$ cat src/hdl/bmp24r_pkg.sv
`timescale 1ns / 1ps

package bmp24r_pkg;

	// fixed field widths
	localparam int ADDR_W  = 26;
	localparam int SIDE_CW = 13;
	localparam int BPP_W   = 3;
	localparam int BYTE_W  = 8;
	localparam int IDX_W   = 2;
	localparam int DEFAULT_MAX_SIDE = 4096;

	// register reset values
	localparam logic [SIDE_CW-1:0] IMAGE_WIDTH_RST  = 13'd1;
	localparam logic [SIDE_CW-1:0] IMAGE_HEIGHT_RST = 13'd1;
	localparam logic [SIDE_CW-1:0] SCREEN_WIDTH_RST = 13'd1;
	localparam logic [BPP_W-1:0]   BPP_RST          = 3'd4;

	// configuration register indexes
	typedef enum logic [IDX_W-1:0] {
		REG_IMAGE_WIDTH     = 2'd0,
		REG_IMAGE_HEIGHT    = 2'd1,
		REG_SCREEN_WIDTH    = 2'd2,
		REG_BYTES_PER_PIXEL = 2'd3
	} reg_idx_t;

	// byte position inside a pixel
	typedef enum logic [1:0] {
		PH_BLUE  = 2'd0,
		PH_GREEN = 2'd1,
		PH_RED   = 2'd2
	} phase_t;

	// controller states
	typedef enum logic [1:0] {
		ST_TAKE  = 2'd0,
		ST_MUL   = 2'd1,
		ST_SCALE = 2'd2
	} state_t;

	// controller to datapath
	typedef struct packed {
		logic take_byte;
		logic do_mul;
		logic load_out;
	} cmd_t;

	// datapath to controller
	typedef struct packed {
		logic pixel_byte;
	} status_t;

endpackage

$ cat src/hdl/bmp24r_ctrl.sv
`timescale 1ns / 1ps

module bmp24r_ctrl (
	input  logic                clk,
	input  logic                arst_n,
	input  logic                in_valid,
	output logic                in_stall,
	output logic                out_valid,
	input  logic                out_stall,
	input  bmp24r_pkg::status_t status,
	output bmp24r_pkg::cmd_t    cmd
);

	bmp24r_pkg::state_t state_q, state_d;
	logic out_valid_q, out_valid_d;

	// state and output flag registers
	always_ff @(posedge clk or negedge arst_n) begin
		if (!arst_n) begin
			state_q     <= bmp24r_pkg::ST_TAKE;
			out_valid_q <= 1'b0;
		end else begin
			state_q     <= state_d;
			out_valid_q <= out_valid_d;
		end
	end

	// next state and commands
	always_comb begin
		state_d  = state_q;
		cmd      = '0;
		in_stall = 1'b1;
		case (state_q)
			bmp24r_pkg::ST_TAKE: begin
				in_stall      = 1'b0;
				cmd.take_byte = in_valid;
				if (in_valid && status.pixel_byte) begin
					state_d = bmp24r_pkg::ST_MUL;
				end
			end
			bmp24r_pkg::ST_MUL: begin
				cmd.do_mul = 1'b1;
				state_d    = bmp24r_pkg::ST_SCALE;
			end
			bmp24r_pkg::ST_SCALE: begin
				// output register free or being drained this cycle
				if (!out_valid_q || !out_stall) begin
					cmd.load_out = 1'b1;
					state_d      = bmp24r_pkg::ST_TAKE;
				end
			end
			default: begin
				state_d = bmp24r_pkg::ST_TAKE;
			end
		endcase
	end

	// output valid: set on load, cleared on transfer
	always_comb begin
		out_valid_d = out_valid_q;
		if (cmd.load_out) begin
			out_valid_d = 1'b1;
		end else if (out_valid_q && !out_stall) begin
			out_valid_d = 1'b0;
		end
	end

	assign out_valid = out_valid_q;

endmodule

$ cat src/hdl/bmp24r_dp.sv
`timescale 1ns / 1ps

module bmp24r_dp #(
	parameter int MAX_SIDE = bmp24r_pkg::DEFAULT_MAX_SIDE
) (
	input  logic                                clk,
	input  logic                                arst_n,
	input  logic                                cfg_we,
	input  logic [bmp24r_pkg::IDX_W-1:0]        cfg_index,
	input  logic [bmp24r_pkg::SIDE_CW-1:0]      cfg_data,
	input  logic [bmp24r_pkg::BYTE_W-1:0]       data_byte,
	input  bmp24r_pkg::cmd_t                    cmd,
	output bmp24r_pkg::status_t                 status,
	output logic [bmp24r_pkg::ADDR_W-1:0]       fb_address,
	output logic [bmp24r_pkg::BYTE_W-1:0]       blue,
	output logic [bmp24r_pkg::BYTE_W-1:0]       green,
	output logic [bmp24r_pkg::BYTE_W-1:0]       red,
	output logic                                last_pixel
);

	localparam int SIDE_W = $clog2(MAX_SIDE + 1);
	localparam int CNT_W  = $clog2(MAX_SIDE);
	localparam int AW     = bmp24r_pkg::ADDR_W;
	localparam int BW     = bmp24r_pkg::BYTE_W;

	// configuration registers
	logic [bmp24r_pkg::SIDE_CW-1:0] image_width_q, image_height_q, screen_width_q;
	logic [bmp24r_pkg::BPP_W-1:0]   bpp_q;

	// raster state
	logic [CNT_W-1:0]   column_q, row_q;
	bmp24r_pkg::phase_t phase_q;
	logic [BW-1:0]      held_blue_q, held_green_q;
	logic [1:0]         pad_q;

	// pixel pipeline
	logic [AW-1:0]    rowterm_s1;
	logic [CNT_W-1:0] col_s1;
	logic [BW-1:0]    blue_s1, green_s1, red_s1;
	logic             last_s1;
	logic [AW-1:0]    sum_s2;

	// output register
	logic [AW-1:0] fb_address_q;
	logic [BW-1:0] blue_q, green_q, red_q;
	logic          last_q;

	logic [31:0]       w32, h32;
	logic [SIDE_W-1:0] eff_w, eff_h;
	logic [SIDE_W:0]   col_inc, row_inc;
	logic              row_end, img_end;
	logic [AW-1:0]     rowterm;
	logic [AW+bmp24r_pkg::SIDE_CW-1:0] prod;
	logic [AW+bmp24r_pkg::BPP_W-1:0]   scaled;

	// configuration writes
	always_ff @(posedge clk or negedge arst_n) begin
		if (!arst_n) begin
			image_width_q  <= bmp24r_pkg::IMAGE_WIDTH_RST;
			image_height_q <= bmp24r_pkg::IMAGE_HEIGHT_RST;
			screen_width_q <= bmp24r_pkg::SCREEN_WIDTH_RST;
			bpp_q          <= bmp24r_pkg::BPP_RST;
		end else if (cfg_we) begin
			case (bmp24r_pkg::reg_idx_t'(cfg_index))
				bmp24r_pkg::REG_IMAGE_WIDTH:     image_width_q  <= cfg_data;
				bmp24r_pkg::REG_IMAGE_HEIGHT:    image_height_q <= cfg_data;
				bmp24r_pkg::REG_SCREEN_WIDTH:    screen_width_q <= cfg_data;
				bmp24r_pkg::REG_BYTES_PER_PIXEL: bpp_q <= cfg_data[bmp24r_pkg::BPP_W-1:0];
				default: begin
				end
			endcase
		end
	end

	// effective sides: zero acts as one, clamp to the maximum
	always_comb begin
		w32 = 32'(image_width_q);
		h32 = 32'(image_height_q);
		if (w32 == 32'd0) begin
			w32 = 32'd1;
		end else if (w32 > 32'(MAX_SIDE)) begin
			w32 = 32'(MAX_SIDE);
		end
		if (h32 == 32'd0) begin
			h32 = 32'd1;
		end else if (h32 > 32'(MAX_SIDE)) begin
			h32 = 32'(MAX_SIDE);
		end
		eff_w = w32[SIDE_W-1:0];
		eff_h = h32[SIDE_W-1:0];
	end

	// end of row and image, flipped row term
	assign col_inc = (SIDE_W+1)'(column_q) + 1'b1;
	assign row_inc = (SIDE_W+1)'(row_q) + 1'b1;
	assign row_end = col_inc >= (SIDE_W+1)'(eff_w);
	assign img_end = row_end && (row_inc >= (SIDE_W+1)'(eff_h));
	assign rowterm = AW'(eff_h) - AW'(row_q) - AW'(1);

	assign status.pixel_byte = (pad_q == 2'd0) && (phase_q == bmp24r_pkg::PH_RED);

	// raster counters and held colors
	always_ff @(posedge clk or negedge arst_n) begin
		if (!arst_n) begin
			column_q     <= '0;
			row_q        <= '0;
			phase_q      <= bmp24r_pkg::PH_BLUE;
			held_blue_q  <= '0;
			held_green_q <= '0;
			pad_q        <= '0;
		end else if (cmd.take_byte) begin
			if (pad_q != 2'd0) begin
				pad_q <= pad_q - 2'd1;
			end else begin
				case (phase_q)
					bmp24r_pkg::PH_GREEN: begin
						held_green_q <= data_byte;
						phase_q      <= bmp24r_pkg::PH_RED;
					end
					bmp24r_pkg::PH_RED: begin
						phase_q <= bmp24r_pkg::PH_BLUE;
						if (row_end) begin
							column_q <= '0;
							pad_q    <= eff_w[1:0];
							row_q    <= img_end ? '0 : row_inc[CNT_W-1:0];
						end else begin
							column_q <= col_inc[CNT_W-1:0];
						end
					end
					default: begin
						held_blue_q <= data_byte;
						phase_q     <= bmp24r_pkg::PH_GREEN;
					end
				endcase
			end
		end
	end

	// stage 1: capture the completed pixel
	always_ff @(posedge clk) begin
		if (cmd.take_byte && status.pixel_byte) begin
			rowterm_s1 <= rowterm;
			col_s1     <= column_q;
			blue_s1    <= held_blue_q;
			green_s1   <= held_green_q;
			red_s1     <= data_byte;
			last_s1    <= img_end;
		end
	end

	// stage 2: row offset times stride plus column
	assign prod = rowterm_s1 * screen_width_q;

	always_ff @(posedge clk) begin
		if (cmd.do_mul) begin
			sum_s2 <= prod[AW-1:0] + AW'(col_s1);
		end
	end

	// scale by bytes per pixel into the output register
	assign scaled = sum_s2 * bpp_q;

	always_ff @(posedge clk) begin
		if (cmd.load_out) begin
			fb_address_q <= scaled[AW-1:0];
			blue_q       <= blue_s1;
			green_q      <= green_s1;
			red_q        <= red_s1;
			last_q       <= last_s1;
		end
	end

	assign fb_address = fb_address_q;
	assign blue       = blue_q;
	assign green      = green_q;
	assign red        = red_q;
	assign last_pixel = last_q;

endmodule

$ cat src/hdl/bmp24_raster_to_framebuffer_unit.sv
`timescale 1ns / 1ps
// a pixel write passes stage 1, the sum register and then the output register after
// its red byte transfers; the input stalls from the red byte until the pixel is in
// the output register, which waits while a stalled result is still held there
// reset: arst_n clears the counters and output valid at once and loads the
// registers with width 1, height 1, stride 1 and 4 bytes per pixel
module bmp24_raster_to_framebuffer_unit #(
	parameter int MAX_SIDE = bmp24r_pkg::DEFAULT_MAX_SIDE
) (
	input  logic                           clk,
	input  logic                           arst_n,
	input  logic                           in_valid,
	output logic                           in_stall,
	input  logic [bmp24r_pkg::BYTE_W-1:0]  data_byte,
	output logic                           out_valid,
	input  logic                           out_stall,
	output logic [bmp24r_pkg::ADDR_W-1:0]  fb_address,
	output logic [bmp24r_pkg::BYTE_W-1:0]  blue,
	output logic [bmp24r_pkg::BYTE_W-1:0]  green,
	output logic [bmp24r_pkg::BYTE_W-1:0]  red,
	output logic                           last_pixel,
	input  logic                           cfg_valid,
	output logic                           cfg_ready,
	input  logic [bmp24r_pkg::IDX_W-1:0]   cfg_index,
	input  logic [bmp24r_pkg::SIDE_CW-1:0] cfg_data
);

	bmp24r_pkg::cmd_t    cmd;
	bmp24r_pkg::status_t status;

	// registers always take a write
	assign cfg_ready = 1'b1;

	bmp24r_ctrl u_ctrl (
		.clk       (clk),
		.arst_n    (arst_n),
		.in_valid  (in_valid),
		.in_stall  (in_stall),
		.out_valid (out_valid),
		.out_stall (out_stall),
		.status    (status),
		.cmd       (cmd)
	);

	bmp24r_dp #(
		.MAX_SIDE (MAX_SIDE)
	) u_dp (
		.clk        (clk),
		.arst_n     (arst_n),
		.cfg_we     (cfg_valid && cfg_ready),
		.cfg_index  (cfg_index),
		.cfg_data   (cfg_data),
		.data_byte  (data_byte),
		.cmd        (cmd),
		.status     (status),
		.fb_address (fb_address),
		.blue       (blue),
		.green      (green),
		.red        (red),
		.last_pixel (last_pixel)
	);

endmodule

$ cat config.mk
export PLATFORM = sky130hd
export DESIGN_NAME = bmp24_raster_to_framebuffer_unit
export DESIGN_NICKNAME = d
export VERILOG_FILES = /design/src/hdl/bmp24r_pkg.sv /design/src/hdl/bmp24r_ctrl.sv /design/src/hdl/bmp24r_dp.sv /design/src/hdl/bmp24_raster_to_framebuffer_unit.sv
export SDC_FILE = /design/constraint.sdc
export NUM_CORES = 1
export LEC_CHECK = 0
export BUFFER_PORTS_ARGS = -buffer_cell sky130_fd_sc_hd__clkbuf_2
export CORE_ASPECT_RATIO = 1.1
export CORE_MARGIN = 1.5
export CORE_UTILIZATION = 56
export DETAILED_ROUTE_END_ITERATION = 10
export PLACE_DENSITY = 0.73
export SYNTH_ARGS = -nofsm -noshare
export SYNTH_HDL_FRONTEND = slang
export SYNTH_SLANG_ARGS = --single-unit
export TNS_END_PERCENT = 1
$ cat constraint.sdc
create_clock -name clk -period 7.65 [get_ports clk]
set_input_delay 1.53 -clock clk [delete_from_list [all_inputs] [get_ports clk]]
set_output_delay 1.53 -clock clk [all_outputs]
set_load 0.01 [all_outputs]
* Word-level counts from Yosys, hierarchy flattened *
Index checks and enable logic that the tools add are counted.

word-level totals
  register bits after elaboration = 229
  bits of input ports = 28
  output and inout port bits = 54
  word-level logic and storage cells = 96

cells by class
  $add $sub $neg = 6
  multiply operators = 2
  order comparisons = 4
  eq/ne operators = 9
  multiplexer cells = 20
  bitwise logic cells = 2
  reduce and logical (&&, ||, !) cells = 29

operator list
  kind                                                                   count
  13-bit two-way mux                                                     4
  14-bit by 13-bit greater-or-equal comparator with 1-bit output         2
  12-bit by 1-bit adder with 13-bit output (second input constant)       2
  26-bit by 12-bit adder with 26-bit output                              1
  13-bit > comparator (second input constant)                            2
  13-bit logical NOT                                                     2
  26-bit by 13-bit multiplier with 26-bit output                         1
  26-bit by 3-bit multiplier with 26-bit output                          1
  26-bit by 1-bit subtractor with 26-bit output (second input constant)  1
  12-bit two-way mux                                                     2
  13-bit by 12-bit subtractor with 14-bit output                         1
  2-bit AND reduction                                                    6
  3-bit AND reduction                                                    4
  2-bit two-way mux                                                      5
  2-bit == test (second input constant)                                  4
  2-bit nonzero test                                                     4
  1-bit two-way mux                                                      7
  2-bit by 1-bit == test with 1-bit output (second input constant)       3
  2-bit logical NOT                                                      3
  2-bit one-hot mux with 3 select lines                                  1
  1-bit logical AND                                                      5
  2-bit by 1-bit != test with 1-bit output (second input constant)       2
  2-bit one-hot mux with 2 select lines                                  1
  4-bit AND reduction                                                    1
  other kinds (5)                                                        7

* Longest topological paths before layout *
  depth in word-level cells = 7
  mapped depth = 24
  gate-level depth less buffers = 23

* By module *
Synthesis repeated with hierarchy kept, for this count alone.

second synthesis, totals
  cell total of the unflattened synthesis = 1782
  area, all modules = 18687.9 µm²

by module, submodules not included
  module                            times used  cells an instance  area an instance (µm²)  seq. area each (µm²)
  bmp24r_dp                         1           1766               18526.5                 6030.8
  bmp24r_ctrl                       1           14                 150.1                   75.1
  bmp24_raster_to_framebuffer_unit  1           2                  11.3                    0.0

* Worst setup path after synthesis *
No wires, ideal clock.

  kind = flip-flop to flip-flop
  from = reg u_dp.screen_width_q[1] (netlist name)
  to = reg u_dp.sum_s2[25] (data pin)
  setup time = 0.259 ns
  data arrival time = 5.750 ns
  required time = 7.391 ns
  path slack = 1.641 ns
  cell stages (with the launch flop) = 23
  buffers on the path = 1
  clock period less this slack = 6.009 ns
  path through = dfrtp_1 clkbuf_1 and2_1 fa_1 inv_1 fa_1 inv_1 fa_1 fa_1 fa_1 inv_1 fa_1 inv_1 ha_1 a21o_1 a2111oi_0 o31ai_1 nand2_1 a21oi_1 o31ai_1 o21bai_1 a21oi_1 xnor2_1

on the way
  cells in the longest elaborated chain, start to end = 2

RTL lines
  element                                         RTL line          text
  from (decl)                                     bmp24r_dp.sv:27   logic [bmp24r_pkg::SIDE_CW-1:0] image_width_q, image_height_q, screen_width_q;
  from (signal assigned)                          bmp24r_dp.sv:61   screen_width_q <= bmp24r_pkg::SCREEN_WIDTH_RST;
  from (signal assigned)                          bmp24r_dp.sv:67   bmp24r_pkg::REG_SCREEN_WIDTH: screen_width_q <= cfg_data;
  26-bit by 13-bit multiplier with 26-bit output  bmp24r_dp.sv:152  assign prod = rowterm_s1 * screen_width_q;
  26-bit by 12-bit adder with 26-bit output       bmp24r_dp.sv:156  sum_s2 <= prod[AW-1:0] + AW'(col_s1);
  to (signal assigned)                            bmp24r_dp.sv:156
  to (decl)                                       bmp24r_dp.sv:41   logic [AW-1:0] sum_s2;

Every way passes these cells.
A chain may end at the register's enable or synchronous reset.

* Worst setup path after layout *
Same ends and word-level chain as after synthesis.

==> results.cfg <==
[floorplanning]
core_um2 = 34400
die_w_um = 182
fp.dieH_um = 199
die_area_um2 = 36200
core.rowCount = 71
ios = 82
initial_core_util = 0.571

[synthesis]
cells_after_synthesis = 1889
post_synth_instance_area_um2 = 19600
async_reset_ff_frac = 0.389
synth-seq-area-share = 0.328
synthDistinctLibCells = 71
syn-num-nets = 2276
synth-main-ff-cell = sky130_fd_sc_hd__edfxtp_1
ys_seq_elements = 229
synth_edf_count = 140
yosysWarnings = 0
syn_avg_cell_area_um2 = 10.4

[critical_path]
timing.rr.end = u_dp.sum_s2[25]
kind_of_end_point_of_the_critical_path = register
cp-start-kind = register
critPathSlowestCell = sky130_fd_sc_hd__dfrtp_1
worst-path-max-fanout = 26
path_cells = and2_1 > fa_1 > inv_1 > fa_1 > inv_1 > fa_1 > fa_1 > fa_1 > inv_1 > fa_1 > inv_1 > ha_1 > a21o_1 > a2111oi_0 > o31ai_1 > nand2_1 > a21oi_1 > o31ai_1 > o21bai_1 > a21oi_1 > xnor2_1
r2r_setup_slack_ns = 0.92
critical_path_arrival_ns = 6.99
worst_setup_path_type = register to register
cp_slowest_stage_delay_ns = 0.68
critical_path.most_common_cell = sky130_fd_sc_hd__fa_1
endpoint = u_dp.sum_s2[25]
r2r-start = u_dp.screen_width_q[1]
timing.critical_path.from = u_dp.screen_width_q[1]
reg2reg_depth = 21
critPathRequiredTime_ns = 7.91

[clocking]
cts_post_setup_buffers_inserted = 0
clkLatencyLatePin_ns = 0.53
tritoncts = built
clkSinkCount = 229
numCtsBuffers = 26
cts.hold.buffers_added = 0
postCtsResizedCells = 0
ctsHtreeMaxLevel = 1
cts-root-to-sink-buffers = 3
clockRootBuffer = sky130_fd_sc_hd__clkbuf_16
path_clk_slew_ns = 0.06

[route]
routed-via-count = 13035
final_antenna_net_count = 0
wl_cell_um = 16.2
drcViolationCount = 0
post_dr_vias_cell = 5.45
detailedRoute.firstIterationViolations = 736
wl_mm = 38.7
drt_first_pass_iters = 5

[grt]
vias_in_the_first_global_route = 13388
grt_max_degree = 78
grt.total_usage = 0.221
wire_length_of_the_first_global_routing_pass_mm = 64.4
antenna_violations_before_repair = 2
gr-total-overflow = 0

[timing]
fmax_mhz = 149
skew_ns = 0.0208
final-max-slew-violation-count = 0
period_needed_ns = 6.73
final-hold-violation-count = 0
worst_setup_margin_ns = 0.920
slew_headroom = 0.345
layout_worst_path_cycle_share = 0.880
timing.final.setup_violations = 0
setup-tns-final_ns = 0
worst_slew_pin_slew_ns = 0.979
hold_ws_ns = 0.417
rsz_0062_raised_after_global_routing = no

[layout]
num_antenna_cells = 0
finalNonFillerCells = 2392
drive_above_1_share = 0.109
fillers = 2769
area_of_the_multi_input_gates_um2 = 11900
regArea_um2 = 6440
syn_to_final_growth_pct = 8.25
final_net_count = 2321

[placed_design]
dpl.cell_count = 2344
dp_hpwl_mm = 30.0
final_weighted_congestion_of_routability_driven_global_placement = 0.915
numPortBuffers = 80
dp_slack_ns = 0.997

[worst_hold_path]
holdCritPathClass = register to register
timing.hold.worst.start = u_dp.blue_s1[6]

[job]
timing.max_cap.violations = 0

[outcome]
run_status = finished, final reports clean
## worst min-delay path by stage
stage                    end  cells after the start  slack [ns]
6_report        u_dp.blue[6]                      0        0.42
4_1_cts         u_dp.blue[6]                      0        0.42
5_1_grt         u_dp.blue[4]                      0        0.43
2_1_floorplan   u_dp.blue[0]                      0        0.40
3_5_place_dp   u_dp.green[6]                      0        0.41
3_3_place_gp     u_dp.red[2]                      0        0.40
## cell families (layout without fill, tap and decap cells)
group | after synthesis | in the layout | share of synthesized area
AO/OA/AOI/OAI | 198 | 198 | 0.0664
XOR/XNOR | 102 | 102 | 0.0462
adder cells (fa/ha/maj) | 359 | 359 | 0.314
buffers and inverters | 343 | 408 | 0.0663
flip-flops | 229 | 229 | 0.328
multiplexers | 58 | 58 | 0.0332
other | 1 | 1 | 0.000191
AND/OR/NAND/NOR | 599 | 599 | 0.146
## cell usage in the layout (no fill, tap or decap), types with 62 or more instances in the layout
master and instances:
sky130_fd_sc_hd__nor2_1 62, sky130_fd_sc_hd__edfxtp_1 140, sky130_fd_sc_hd__nand2_1 291, sky130_fd_sc_hd__fa_1 224, sky130_fd_sc_hd__ha_1 135, sky130_fd_sc_hd__xnor2_1 78
sky130_fd_sc_hd__clkbuf_2 79, sky130_fd_sc_hd__and2_1 130, sky130_fd_sc_hd__inv_1 273, sky130_fd_sc_hd__dfrtp_1 85
## routing by layer
| metal | up-vias | global-route usage | share of wire |
|---|---|---|---|
| met4 | 4 | 0.0633 | 0.025 |
| met1 | 6482 | 0.284 | 0.43 |
| li1 | 6180 | - | - |
| met2 | 295 | 0.397 | 0.50 |
| met3 | 74 | 0.0237 | 0.037 |
| met5 | - | 0 | 0.00072 |
## through the flow
| step | area, um2 | utilization |
|---|---|---|
| final | 21300 | 0.619 |
| after global routing | 21300 | 0.619 |
| after global placement | 20400 | 0.593 |
| after detailed placement | 20400 | 0.593 |
| after floorplan | 19600 | - |
| after CTS | 21300 | 0.619 |
## area by class of cell
class / instances / share of cell area
Tap cell: 438 / 0.0258
Timing Repair Buffer: 86 / 0.0211
Sequential cell: 229 / 0.303
Clock inverter: 11 / 0.00547
Clock buffer: 37 / 0.0359
Multi-Input combinational cell: 1317 / 0.561
Inverter: 274 / 0.0484
## cell usage after synthesis, drive strengths merged (8+ instances only)
cell type	number	area (um2)
fa	224	4480
inv	274	1030
nor3	19	95.1
o21bai	9	71.3
nor2	62	233
nand2b	19	119
dfrtp	85	2130
clkbuf	62	234
nand3	26	130
nand2	291	1090
edfxtp	140	4200
a211oi	8	70.1
xor2	23	201
a21oi	39	199
mux2	58	653
o21a	11	82.6
ha	135	1690
a31oi	8	50.1
a21o	22	165
nor2b	11	68.8
and2	130	813
xnor2	78	683
o21ai	65	337
nor4	9	71.3
and3	8	50.1
## worst max-delay path, delay by kind of cell (launching register included)
kind | cells | cell delay [ns]
adder cells (fa/ha/maj) | 7 | 3.31
AO/OA/AOI/OAI | 7 | 1.74
flip-flops | 1 | 0.68
AND/OR/NAND/NOR | 2 | 0.45
buffers and inverters | 4 | 0.20
XOR/XNOR | 1 | 0.09
## sequential cells by signal (all words and copies together) (netlist names), 13 cells and up
signal and count:
u_dp.fb_address 26, u_dp.image_height_q 13, u_dp.image_width_q 13, u_dp.rowterm_s1 26
u_dp.screen_width_q 13, u_dp.sum_s2 26
Power is left out: the tool's default activity adds up to more than one toggle a clock period on the data nets, which glitch-free logic cannot reach.
